[src/design/cs8r_pkg.sv]
// shared types and constants for the checksum-8 packet receiver
// no dependencies; imported by every module of the block
package cs8r_pkg;

    localparam int BUFFER_BYTES = 128;
    localparam int KEEP_BYTES   = 12;
    localparam int QUEUE_DEPTH  = 2;
    localparam int CFG_COUNT    = 6;
    localparam int ADDR_W       = $clog2(CFG_COUNT) + 2;

    localparam logic [7:0] HEADER_BYTE = 8'h7E;

    // input item kinds
    localparam logic [1:0] KIND_BYTE = 2'd0;
    localparam logic [1:0] KIND_TICK = 2'd1;
    localparam logic [1:0] KIND_ARM  = 2'd2;

    // register indexes
    localparam logic [ADDR_W-3:0] REG_WAIT_LIMIT = 3'd0;
    localparam logic [ADDR_W-3:0] REG_CODE_ENC1  = 3'd1;
    localparam logic [ADDR_W-3:0] REG_CODE_ENC2  = 3'd2;
    localparam logic [ADDR_W-3:0] REG_CODE_ENC3  = 3'd3;
    localparam logic [ADDR_W-3:0] REG_CODE_ALL   = 3'd4;
    localparam logic [ADDR_W-3:0] REG_CODE_POSE  = 3'd5;

    typedef enum logic [2:0] {
        ST_OK       = 3'd0,
        ST_TIMEOUT  = 3'd1,
        ST_BAD_HDR  = 3'd2,
        ST_NO_CMD   = 3'd3,
        ST_BAD_LEN  = 3'd4,
        ST_SHORT    = 3'd5,
        ST_CSUM     = 3'd6
    } status_t;

    typedef enum logic [2:0] {
        PH_IDLE,
        PH_HDR,
        PH_CMD,
        PH_LEN,
        PH_DATA
    } phase_t;

    typedef enum logic [2:0] {
        ACT_NONE,
        ACT_ENC1,
        ACT_ENC2,
        ACT_ENC3,
        ACT_ALL,
        ACT_POSE
    } act_t;

    typedef struct packed {
        logic [7:0] wait_limit;
        logic [7:0] code_enc1;
        logic [7:0] code_enc2;
        logic [7:0] code_enc3;
        logic [7:0] code_all;
        logic [7:0] code_pose;
    } cfg_t;

    typedef struct packed {
        logic [1:0] kind;
        logic [7:0] rx_byte;
    } item_t;

    typedef struct packed {
        logic [2:0]  status;
        logic [7:0]  command_seen;
        logic [31:0] enc1_value;
        logic [31:0] enc2_value;
        logic [31:0] enc3_value;
        logic [31:0] pose_x;
        logic [31:0] pose_y;
        logic [31:0] pose_theta;
    } result_t;

    // packet outcome handed from the parser to the update stage
    typedef struct packed {
        status_t                        status;
        logic [7:0]                     command;
        act_t                           action;
        logic [KEEP_BYTES-1:0][7:0]     capture;
    } rec_t;

endpackage

[src/design/cs8r_front.sv]
// packet parser: frames bytes and ticks, emits one record per finished packet
// depends on cs8r_pkg
module cs8r_front (
    input  logic            clk,
    input  logic            rst_n,
    input  cs8r_pkg::cfg_t  cfg,
    input  logic            accept,
    input  cs8r_pkg::item_t item,
    output logic            fin_valid,
    output cs8r_pkg::rec_t  fin_rec
);
    import cs8r_pkg::*;

    phase_t                     phase_reg, phase_next;
    logic [7:0]                 tick_reg, tick_next;
    logic [7:0]                 cmd_reg, cmd_next;
    logic [7:0]                 len_reg, len_next;
    logic [7:0]                 pos_reg, pos_next;
    logic [7:0]                 sum_reg, sum_next;
    logic [KEEP_BYTES-1:0][7:0] cap_reg, cap_next;

    logic [7:0] tick_inc;
    logic       len_bad;
    logic       more_data;
    logic       is_byte;
    logic       is_tick;
    logic       is_arm;
    logic       fin;
    status_t    fin_status;
    act_t       action;

    assign is_byte   = accept && (item.kind == KIND_BYTE);
    assign is_tick   = accept && (item.kind == KIND_TICK);
    assign is_arm    = accept && (item.kind == KIND_ARM);
    assign tick_inc  = (tick_reg == 8'hFF) ? tick_reg : tick_reg + 8'd1;
    assign len_bad   = (item.rx_byte < 8'd2) || ({1'b0, item.rx_byte} > 9'(BUFFER_BYTES));
    assign more_data = ({1'b0, pos_reg} + 9'd2) < {1'b0, len_reg};

    // next phase
    always_comb
    begin
        phase_next = phase_reg;
        if (is_arm)
        begin
            phase_next = PH_HDR;
        end
        else if (fin)
        begin
            phase_next = PH_IDLE;
        end
        else if (is_byte)
        begin
            unique case (phase_reg)
                PH_HDR:  phase_next = PH_CMD;
                PH_CMD:  phase_next = PH_LEN;
                PH_LEN:  phase_next = PH_DATA;
                default: phase_next = phase_reg;
            endcase
        end
    end

    // finish decision and datapath
    always_comb
    begin
        fin        = 1'b0;
        fin_status = ST_OK;
        tick_next  = tick_reg;
        cmd_next   = cmd_reg;
        len_next   = len_reg;
        pos_next   = pos_reg;
        sum_next   = sum_reg;
        cap_next   = cap_reg;
        if (is_arm)
        begin
            tick_next = '0;
            cmd_next  = '0;
            len_next  = '0;
            pos_next  = '0;
            sum_next  = '0;
        end
        else if (is_tick)
        begin
            unique case (phase_reg)
                PH_HDR:
                begin
                    tick_next = tick_inc;
                    if (tick_inc >= cfg.wait_limit)
                    begin
                        fin        = 1'b1;
                        fin_status = ST_TIMEOUT;
                    end
                end
                PH_CMD:
                begin
                    fin        = 1'b1;
                    fin_status = ST_NO_CMD;
                end
                PH_LEN:
                begin
                    fin        = 1'b1;
                    fin_status = ST_BAD_LEN;
                end
                PH_DATA:
                begin
                    fin        = 1'b1;
                    fin_status = ST_SHORT;
                end
                default: fin = 1'b0;
            endcase
        end
        else if (is_byte)
        begin
            unique case (phase_reg)
                PH_HDR:
                begin
                    if (item.rx_byte != HEADER_BYTE)
                    begin
                        fin        = 1'b1;
                        fin_status = ST_BAD_HDR;
                    end
                    else
                    begin
                        cap_next = '0;
                    end
                end
                PH_CMD:
                begin
                    cmd_next = item.rx_byte;
                    sum_next = item.rx_byte;
                end
                PH_LEN:
                begin
                    len_next = item.rx_byte;
                    if (len_bad)
                    begin
                        fin        = 1'b1;
                        fin_status = ST_BAD_LEN;
                    end
                    else
                    begin
                        sum_next = sum_reg + item.rx_byte;
                        pos_next = '0;
                    end
                end
                PH_DATA:
                begin
                    if (more_data)
                    begin
                        if (pos_reg < 8'(KEEP_BYTES))
                        begin
                            cap_next[pos_reg[$clog2(KEEP_BYTES)-1:0]] = item.rx_byte;
                        end
                        sum_next = sum_reg + item.rx_byte;
                        pos_next = pos_reg + 8'd1;
                    end
                    else
                    begin
                        fin        = 1'b1;
                        fin_status = (item.rx_byte == sum_reg) ? ST_OK : ST_CSUM;
                    end
                end
                default: fin = 1'b0;
            endcase
        end
    end

    // command decode, first match wins
    always_comb
    begin
        priority if (fin_status != ST_OK)
            action = ACT_NONE;
        else if (cmd_reg == cfg.code_enc1)
            action = ACT_ENC1;
        else if (cmd_reg == cfg.code_enc2)
            action = ACT_ENC2;
        else if (cmd_reg == cfg.code_enc3)
            action = ACT_ENC3;
        else if (cmd_reg == cfg.code_all)
            action = ACT_ALL;
        else if (cmd_reg == cfg.code_pose)
            action = ACT_POSE;
        else
            action = ACT_NONE;
    end

    assign fin_valid       = fin;
    assign fin_rec.status  = fin_status;
    assign fin_rec.command = cmd_reg;
    assign fin_rec.action  = action;
    assign fin_rec.capture = cap_reg;

    always_ff @(posedge clk or negedge rst_n)
    begin
        if (!rst_n)
        begin
            phase_reg <= PH_IDLE;
            tick_reg  <= '0;
            cmd_reg   <= '0;
            len_reg   <= '0;
            pos_reg   <= '0;
            sum_reg   <= '0;
            cap_reg   <= '0;
        end
        else
        begin
            phase_reg <= phase_next;
            tick_reg  <= tick_next;
            cmd_reg   <= cmd_next;
            len_reg   <= len_next;
            pos_reg   <= pos_next;
            sum_reg   <= sum_next;
            cap_reg   <= cap_next;
        end
    end

    a_fin_to_idle: assert property (@(posedge clk) disable iff (!rst_n)
        fin |=> phase_reg == PH_IDLE)
        else $error("parser did not return to idle after a packet ended");

    a_arm_clears: assert property (@(posedge clk) disable iff (!rst_n)
        is_arm |=> (phase_reg == PH_HDR) && (tick_reg == 8'd0) && (cmd_reg == 8'd0))
        else $error("arm did not restart the header wait");

    a_pos_bound: assert property (@(posedge clk) disable iff (!rst_n)
        phase_reg == PH_DATA |-> ({1'b0, pos_reg} + 9'd2) <= {1'b0, len_reg})
        else $error("data position ran past the packet length");

endmodule

[src/design/cs8r_queue.sv]
// two-entry queue of packet records between parser and update stage
// depends on cs8r_pkg
module cs8r_queue (
    input  logic           clk,
    input  logic           rst_n,
    input  logic           push,
    input  cs8r_pkg::rec_t push_rec,
    output logic           full,
    input  logic           pop,
    output cs8r_pkg::rec_t pop_rec,
    output logic           empty
);
    import cs8r_pkg::*;

    localparam int PTR_W = $clog2(QUEUE_DEPTH);

    rec_t             mem_reg [QUEUE_DEPTH];
    logic [PTR_W-1:0] wr_ptr_reg, wr_ptr_next;
    logic [PTR_W-1:0] rd_ptr_reg, rd_ptr_next;
    logic [PTR_W:0]   count_reg, count_next;
    logic             do_push;
    logic             do_pop;

    assign full    = (count_reg == (PTR_W+1)'(QUEUE_DEPTH));
    assign empty   = (count_reg == '0);
    assign do_push = push && !full;
    assign do_pop  = pop && !empty;
    assign pop_rec = mem_reg[rd_ptr_reg];

    always_comb
    begin
        wr_ptr_next = wr_ptr_reg;
        rd_ptr_next = rd_ptr_reg;
        count_next  = count_reg;
        if (do_push)
        begin
            wr_ptr_next = (wr_ptr_reg == PTR_W'(QUEUE_DEPTH-1)) ? '0 : wr_ptr_reg + 1'b1;
        end
        if (do_pop)
        begin
            rd_ptr_next = (rd_ptr_reg == PTR_W'(QUEUE_DEPTH-1)) ? '0 : rd_ptr_reg + 1'b1;
        end
        if (do_push && !do_pop)
        begin
            count_next = count_reg + 1'b1;
        end
        else if (do_pop && !do_push)
        begin
            count_next = count_reg - 1'b1;
        end
    end

    always_ff @(posedge clk)
    begin
        if (do_push)
        begin
            mem_reg[wr_ptr_reg] <= push_rec;
        end
    end

    always_ff @(posedge clk or negedge rst_n)
    begin
        if (!rst_n)
        begin
            wr_ptr_reg <= '0;
            rd_ptr_reg <= '0;
            count_reg  <= '0;
        end
        else
        begin
            wr_ptr_reg <= wr_ptr_next;
            rd_ptr_reg <= rd_ptr_next;
            count_reg  <= count_next;
        end
    end

endmodule

[src/design/cs8r_back.sv]
// update stage: applies a packet record to the stored words, holds the result beat
// depends on cs8r_pkg
module cs8r_back (
    input  logic              clk,
    input  logic              rst_n,
    input  logic              rec_avail,
    input  cs8r_pkg::rec_t    rec,
    output logic              rec_take,
    output cs8r_pkg::result_t result,
    output logic              empty,
    input  logic              pop
);
    import cs8r_pkg::*;

    logic [31:0] enc1_reg, enc1_next;
    logic [31:0] enc2_reg, enc2_next;
    logic [31:0] enc3_reg, enc3_next;
    logic [31:0] px_reg, px_next;
    logic [31:0] py_reg, py_next;
    logic [31:0] pt_reg, pt_next;
    logic        out_valid_reg, out_valid_next;
    result_t     out_reg;
    logic        adv;
    logic [31:0] w0, w1, w2;

    // little-endian words from the kept bytes
    assign w0 = rec.capture[3:0];
    assign w1 = rec.capture[7:4];
    assign w2 = rec.capture[11:8];

    assign adv      = rec_avail && (!out_valid_reg || pop);
    assign rec_take = adv;

    always_comb
    begin
        enc1_next = enc1_reg;
        enc2_next = enc2_reg;
        enc3_next = enc3_reg;
        px_next   = px_reg;
        py_next   = py_reg;
        pt_next   = pt_reg;
        if (adv)
        begin
            unique case (rec.action)
                ACT_ENC1: enc1_next = w0;
                ACT_ENC2: enc2_next = w0;
                ACT_ENC3: enc3_next = w0;
                ACT_ALL:
                begin
                    enc1_next = w0;
                    enc2_next = w1;
                    enc3_next = w2;
                end
                ACT_POSE:
                begin
                    px_next = w0;
                    py_next = w1;
                    pt_next = w2;
                end
                default: enc1_next = enc1_reg;
            endcase
        end
    end

    always_comb
    begin
        out_valid_next = out_valid_reg;
        if (adv)
            out_valid_next = 1'b1;
        else if (pop)
            out_valid_next = 1'b0;
    end

    always_ff @(posedge clk or negedge rst_n)
    begin
        if (!rst_n)
        begin
            enc1_reg      <= '0;
            enc2_reg      <= '0;
            enc3_reg      <= '0;
            px_reg        <= '0;
            py_reg        <= '0;
            pt_reg        <= '0;
            out_valid_reg <= 1'b0;
        end
        else
        begin
            enc1_reg      <= enc1_next;
            enc2_reg      <= enc2_next;
            enc3_reg      <= enc3_next;
            px_reg        <= px_next;
            py_reg        <= py_next;
            pt_reg        <= pt_next;
            out_valid_reg <= out_valid_next;
        end
    end

    always_ff @(posedge clk)
    begin
        if (adv)
        begin
            out_reg.status       <= rec.status;
            out_reg.command_seen <= rec.command;
            out_reg.enc1_value   <= enc1_next;
            out_reg.enc2_value   <= enc2_next;
            out_reg.enc3_value   <= enc3_next;
            out_reg.pose_x       <= px_next;
            out_reg.pose_y       <= py_next;
            out_reg.pose_theta   <= pt_next;
        end
    end

    assign result = out_reg;
    assign empty  = !out_valid_reg;

endmodule

[src/design/checksum8_packet_receiver.sv]
// top level: config registers, parser, record queue and update stage
// depends on cs8r_pkg, cs8r_front, cs8r_queue, cs8r_back
//
//   port group    direction  handshake                 beat
//   item          in         push / full               kind, rx_byte
//   result        out        pop / empty               status, command, six words
//   apb           in/out     psel penable pwrite pready  one 8-bit register
//
// one item is taken every cycle while full is low; full is high while two
// packet records wait in the queue behind an unread result beat, even in a
// cycle whose pop frees the result register.
// a packet's result reaches the ports through the record queue, written at
// the edge that takes its last item, then the update stage's output register,
// written when that stage takes the record. reset clears all stored words and
// needs no clearing pass; result stalls back up through the queue into full.
module checksum8_packet_receiver (
    input  logic                                   clk,
    input  logic                                   rst_n,
    input  logic                                   push,
    output logic                                   full,
    input  cs8r_pkg::item_t                        item,
    input  logic                                   pop,
    output logic                                   empty,
    output cs8r_pkg::result_t                      result,
    input  logic                                   psel,
    input  logic                                   penable,
    input  logic                                   pwrite,
    input  logic [cs8r_pkg::ADDR_W-1:0]            paddr,
    input  logic [31:0]                            pwdata,
    output logic [31:0]                            prdata,
    output logic                                   pready
);
    import cs8r_pkg::*;

    cfg_t        cfg_reg, cfg_next;
    logic        wr_en;
    logic [ADDR_W-3:0] reg_idx;
    logic        accept;
    logic        fin_valid;
    rec_t        fin_rec;
    rec_t        q_rec;
    logic        q_full;
    logic        q_empty;
    logic        q_take;

    assign pready  = 1'b1;
    assign wr_en   = psel && penable && pwrite;
    assign reg_idx = paddr[ADDR_W-1:2];

    always_comb
    begin
        cfg_next = cfg_reg;
        if (wr_en)
        begin
            unique case (reg_idx)
                REG_WAIT_LIMIT: cfg_next.wait_limit = pwdata[7:0];
                REG_CODE_ENC1:  cfg_next.code_enc1  = pwdata[7:0];
                REG_CODE_ENC2:  cfg_next.code_enc2  = pwdata[7:0];
                REG_CODE_ENC3:  cfg_next.code_enc3  = pwdata[7:0];
                REG_CODE_ALL:   cfg_next.code_all   = pwdata[7:0];
                REG_CODE_POSE:  cfg_next.code_pose  = pwdata[7:0];
                default:        cfg_next = cfg_reg;
            endcase
        end
    end

    always_comb
    begin
        unique case (reg_idx)
            REG_WAIT_LIMIT: prdata = {24'd0, cfg_reg.wait_limit};
            REG_CODE_ENC1:  prdata = {24'd0, cfg_reg.code_enc1};
            REG_CODE_ENC2:  prdata = {24'd0, cfg_reg.code_enc2};
            REG_CODE_ENC3:  prdata = {24'd0, cfg_reg.code_enc3};
            REG_CODE_ALL:   prdata = {24'd0, cfg_reg.code_all};
            REG_CODE_POSE:  prdata = {24'd0, cfg_reg.code_pose};
            default:        prdata = '0;
        endcase
    end

    always_ff @(posedge clk or negedge rst_n)
    begin
        if (!rst_n)
        begin
            cfg_reg.wait_limit <= 8'd50;
            cfg_reg.code_enc1  <= 8'd49;
            cfg_reg.code_enc2  <= 8'd50;
            cfg_reg.code_enc3  <= 8'd51;
            cfg_reg.code_all   <= 8'd65;
            cfg_reg.code_pose  <= 8'd80;
        end
        else
        begin
            cfg_reg <= cfg_next;
        end
    end

    assign full   = q_full;
    assign accept = push && !q_full;

    cs8r_front u_front (
        .clk       (clk),
        .rst_n     (rst_n),
        .cfg       (cfg_reg),
        .accept    (accept),
        .item      (item),
        .fin_valid (fin_valid),
        .fin_rec   (fin_rec)
    );

    cs8r_queue u_queue (
        .clk      (clk),
        .rst_n    (rst_n),
        .push     (fin_valid),
        .push_rec (fin_rec),
        .full     (q_full),
        .pop      (q_take),
        .pop_rec  (q_rec),
        .empty    (q_empty)
    );

    cs8r_back u_back (
        .clk       (clk),
        .rst_n     (rst_n),
        .rec_avail (!q_empty),
        .rec       (q_rec),
        .rec_take  (q_take),
        .result    (result),
        .empty     (empty),
        .pop       (pop)
    );

endmodule
[config.mk]
export PLATFORM = sky130hd
export DESIGN_NAME = checksum8_packet_receiver
export DESIGN_NICKNAME = d
export VERILOG_FILES = /design/src/design/cs8r_pkg.sv /design/src/design/cs8r_front.sv /design/src/design/cs8r_queue.sv /design/src/design/cs8r_back.sv /design/src/design/checksum8_packet_receiver.sv
export SDC_FILE = /design/constraint.sdc
export NUM_CORES = 1
export LEC_CHECK = 0
export BUFFER_PORTS_ARGS = -buffer_cell sky130_fd_sc_hd__buf_2
export CAP_MARGIN = 10
export CORE_MARGIN = 4
export CORE_UTILIZATION = 59
export CTS_CLUSTER_DIAMETER = 150
export DETAILED_ROUTE_END_ITERATION = 16
export PLACE_DENSITY_LB_ADDON = 0.2
export REMOVE_ABC_BUFFERS = 1
export SLEW_MARGIN = 20
export SYNTH_ARGS = -nofsm -noshare
export SYNTH_HDL_FRONTEND = slang
export SYNTH_HIERARCHICAL = 1
export SYNTH_SLANG_ARGS = --single-unit
export TNS_END_PERCENT = 50
[constraint.sdc]
create_clock -name clk -period 9.9 [get_ports clk]
set_input_delay 0.99 -clock clk [delete_from_list [all_inputs] [get_ports clk]]
set_output_delay 0.99 -clock clk [all_outputs]
set_load 0.05 [all_outputs]
==> metrics.txt <==
cells after synthesis 2,078; Die ar. 58,100 µm²; Initial Util 59.6%; via count 18,800; Leak 14.8 nW; clk_lat worst skew 0.63 ns; Ports 292; Synth async-reset ratio 47.6%; Hold Path Class primary input to asynchronous set/reset pin; Primary FF master, synth edfxtp_1; WP data arrival 5.32 ns; Max Cap Viol 0; outcome finished clean; Worst-path clk slew 0.06 ns; vias per cell 6.11; synth unique cells 76; Finished Cell Area 36,400 µm²; Max transition margin 24.6%; GR Overflow Total 0; drt total wl 73,200 µm; RSZ-0062 raised after global routing no; max-slew violation count 0; IO buf count 240; initial antenna violation count 4; max reg flops 220; routability cong. 0.880; number of flops mapped to enable cells by yosys 423; CTS Buf Count 82; DRC viols 0; fin crit period 5.08 ns; CTS root buffer clkbuf_16; fin nets 2,392; largest net degree at the start of global routing 151; # setup viols final 0; Seq/Total Area, Yosys 69.7%; CP endpoint kind flip-flop; Fillers 3,706; Mapped Area 32,100 µm²; chip width 241 µm; all-layer global routing usage 25.0%; global-route wire length before repair 111,000 µm; Cell Rows 85; Final period util 51.3%; Synth Area per Inst 15.4 µm²; TritonCTS clock tree yes; # H-tree levels 3; drt first pass iters 5; cell area power density 340 nW/µm²; share of layout cells above drive strength 1 31.0%; Crit Path Max Fanout 76; DP HPWL 44,500 µm; Hold-fix buffers, CTS 0; Setup Skew 0.0342 ns; Fmax 197 MHz; Clock Tree Buf Depth 3; area grow syn2layout 13.6%; Fin Setup TNS 0 ns; ANT nets after route 0; clock sinks 807; vias in the first global route 19,000; WS Path Type flip-flop to flip-flop; Core ar. 53,800 µm²; DR iter-0 viols 1,737; post-CTS sizing 0; drt wl/cell 23.8 µm; placed cell area 33,700 µm²; Ys Warns 6; Yosys reg bits 807; maximum vdd ir drop 0.248 mV; Worst-Margin Slew 1.13 ns; worst endpoint required time 10.14 ns; Setup crit start kind flip-flop; Final Hold Vio Count 0; postcts setup bufs 0; DIE HEIGHT 241 µm
-- synth_stat cells, drive strengths merged, types with 3 or more instances --
library cell | number | area [µm²]
nand4 | 11 | 68.8
mux2 | 296 | 3370
o22ai | 4 | 25.0
o31ai | 3 | 22.5
a21o | 7 | 52.6
nor2b | 11 | 68.8
o221ai | 3 | 26.3
a31oi | 39 | 244
and2 | 6 | 37.5
o2bb2ai | 132 | 1160
nand2b | 13 | 81.3
buf | 74 | 548
dfrtp | 367 | 9180
nor2 | 39 | 156
nor3 | 15 | 91.3
or2 | 3 | 21.3
o21ai | 45 | 233
nand3 | 105 | 531
xnor2 | 37 | 324
o31a | 3 | 26.3
or3 | 7 | 43.8
nor4 | 10 | 77.6
nand4b | 3 | 32.5
a21oi | 13 | 65.1
dfstp | 17 | 447
a211oi | 5 | 37.5
clkbuf | 61 | 230
a31o | 4 | 35.0
a22oi | 34 | 255
nand2 | 118 | 445
ha | 29 | 363
a221oi | 5 | 43.8
edfxtp | 423 | 12700
xor2 | 23 | 201
o21a | 34 | 255
inv | 26 | 97.6
mux2i | 12 | 120
a22o | 3 | 26.3
and3 | 8 | 50.1
-- cell families (layout without fill, tap and decap cells) --
kind of cell    count (synthesis)  in the layout  synth area share (%)
mux                           308            308                  10.9
compound gates                353            353                  8.33
simple gates                  357            357                  5.55
other cells                     2             26                0.0234
flops                         807            807                  69.7
fa+ha+maj                      30             30                  1.19
xor+xnor                       60             60                  1.64
buf+inv                       161            437                  2.73
-- report_power, final --
| group | internal (mW) | total (mW) | switching (mW) |
|---|---|---|---|
| sequential | 4.75 | 5.20 | 0.450 |
| clock | 1.78 | 3.04 | 1.27 |
| combinational | 1.15 | 4.12 | 2.98 |
| total | 7.67 | 12.4 | 4.70 |
-- worst paths after layout --
| kind | cells past startpoint | from | end | slack [ns] |
|---|---|---|---|---|
| min | 1 | rst_n | u_back/enc1_reg[3] | 0.42 |
| min in group clk | 0 | u_front/fin_rec[42] | u_queue/mem_reg[1][42] | 0.46 |
| max | 16 | u_front/tick_reg[0] | u_queue/mem_reg[0][98] | 4.82 |
| min reg2reg | 0 | u_front/fin_rec[42] | u_queue/mem_reg[1][42] | 0.46 |
| max reg2reg | 16 | u_front/tick_reg[0] | u_queue/mem_reg[0][98] | 4.82 |
| max in group asynchronous | 2 | rst_n | u_queue/rd_ptr_reg | 7.96 |
-- cells in the final DEF, fill, tap and decap left out, types with 15 or more instances in the layout --
| master | count |
|---|---|
| clkinv_2 | 18 |
| dfrtp_1 | 366 |
| inv_1 | 24 |
| ha_1 | 29 |
| xnor2_1 | 37 |
| o21a_1 | 34 |
| conb_1 | 25 |
| a31oi_1 | 39 |
| dfstp_2 | 17 |
| xor2_1 | 23 |
| buf_2 | 239 |
| edfxtp_1 | 423 |
| nand3_1 | 104 |
| clkbuf_16 | 84 |
| o2bb2ai_1 | 132 |
| buf_4 | 15 |
| a22oi_1 | 34 |
| mux2_2 | 287 |
| nor2_1 | 32 |
| o21ai_0 | 41 |
| nand2_1 | 117 |
| clkbuf_1 | 19 |
-- stage by stage --
stage | hold slack [ns] | total power, mW | setup WS [ns] | util [%] | instances
finish | 0.424 | 12.4 | 4.82 | 67.7 | 3074
global route | 0.484 | 12.9 | 4.45 | 67.7 | 3074
floorplan | 0.442 | 8.26 | 0.336 | - | 1966
global placement | 0.448 | 9.25 | 4.61 | 62.6 | 2918
detailed placement | 0.456 | 9.39 | 4.48 | 62.6 | 2918
CTS | 0.460 | 12.4 | 4.46 | 67.6 | 3071
-- area by class of cell --
cell class	instances	area (µm²)	share of cell area (%)
Antenna cell	1	2.50	0.00687
Clock buffer	113	2310	6.34
Clock inverter	40	375	1.03
Inverter	26	105	0.289
Multi-Input combinational cell	1133	9020	24.8
Sequential cell	807	22300	61.3
Tap cell	696	871	2.39
Timing Repair Buffer	258	1400	3.84
-- critical path: stages (launching register included) --
cell      delay, ns
dfrtp_1        0.42
ha_1           0.24
nand2_1        0.10
nor2_1         0.17
nand3_1        0.25
nand2b_1       0.28
nor2_1         0.08
xor2_1         0.14
ha_1           0.30
a21oi_1        0.06
o21ai_0        0.22
nand2b_1       0.13
a21oi_1        0.07
o22ai_1        0.41
nand2_1        0.23
nor2_4         0.57
buf_4          0.96
-- routing by layer --
layer / vias to the layer above / global-route usage [%] / routed length, µm
li1: 8289 / - / -
met1: 9692 / 35.8 / 31300
met2: 680 / 39.7 / 35400
met3: 127 / 4.26 / 4360
met4: 6 / 8.66 / 2110
met5: - / 0 / 28
Note: power is estimated with default switching activity, not from simulation.
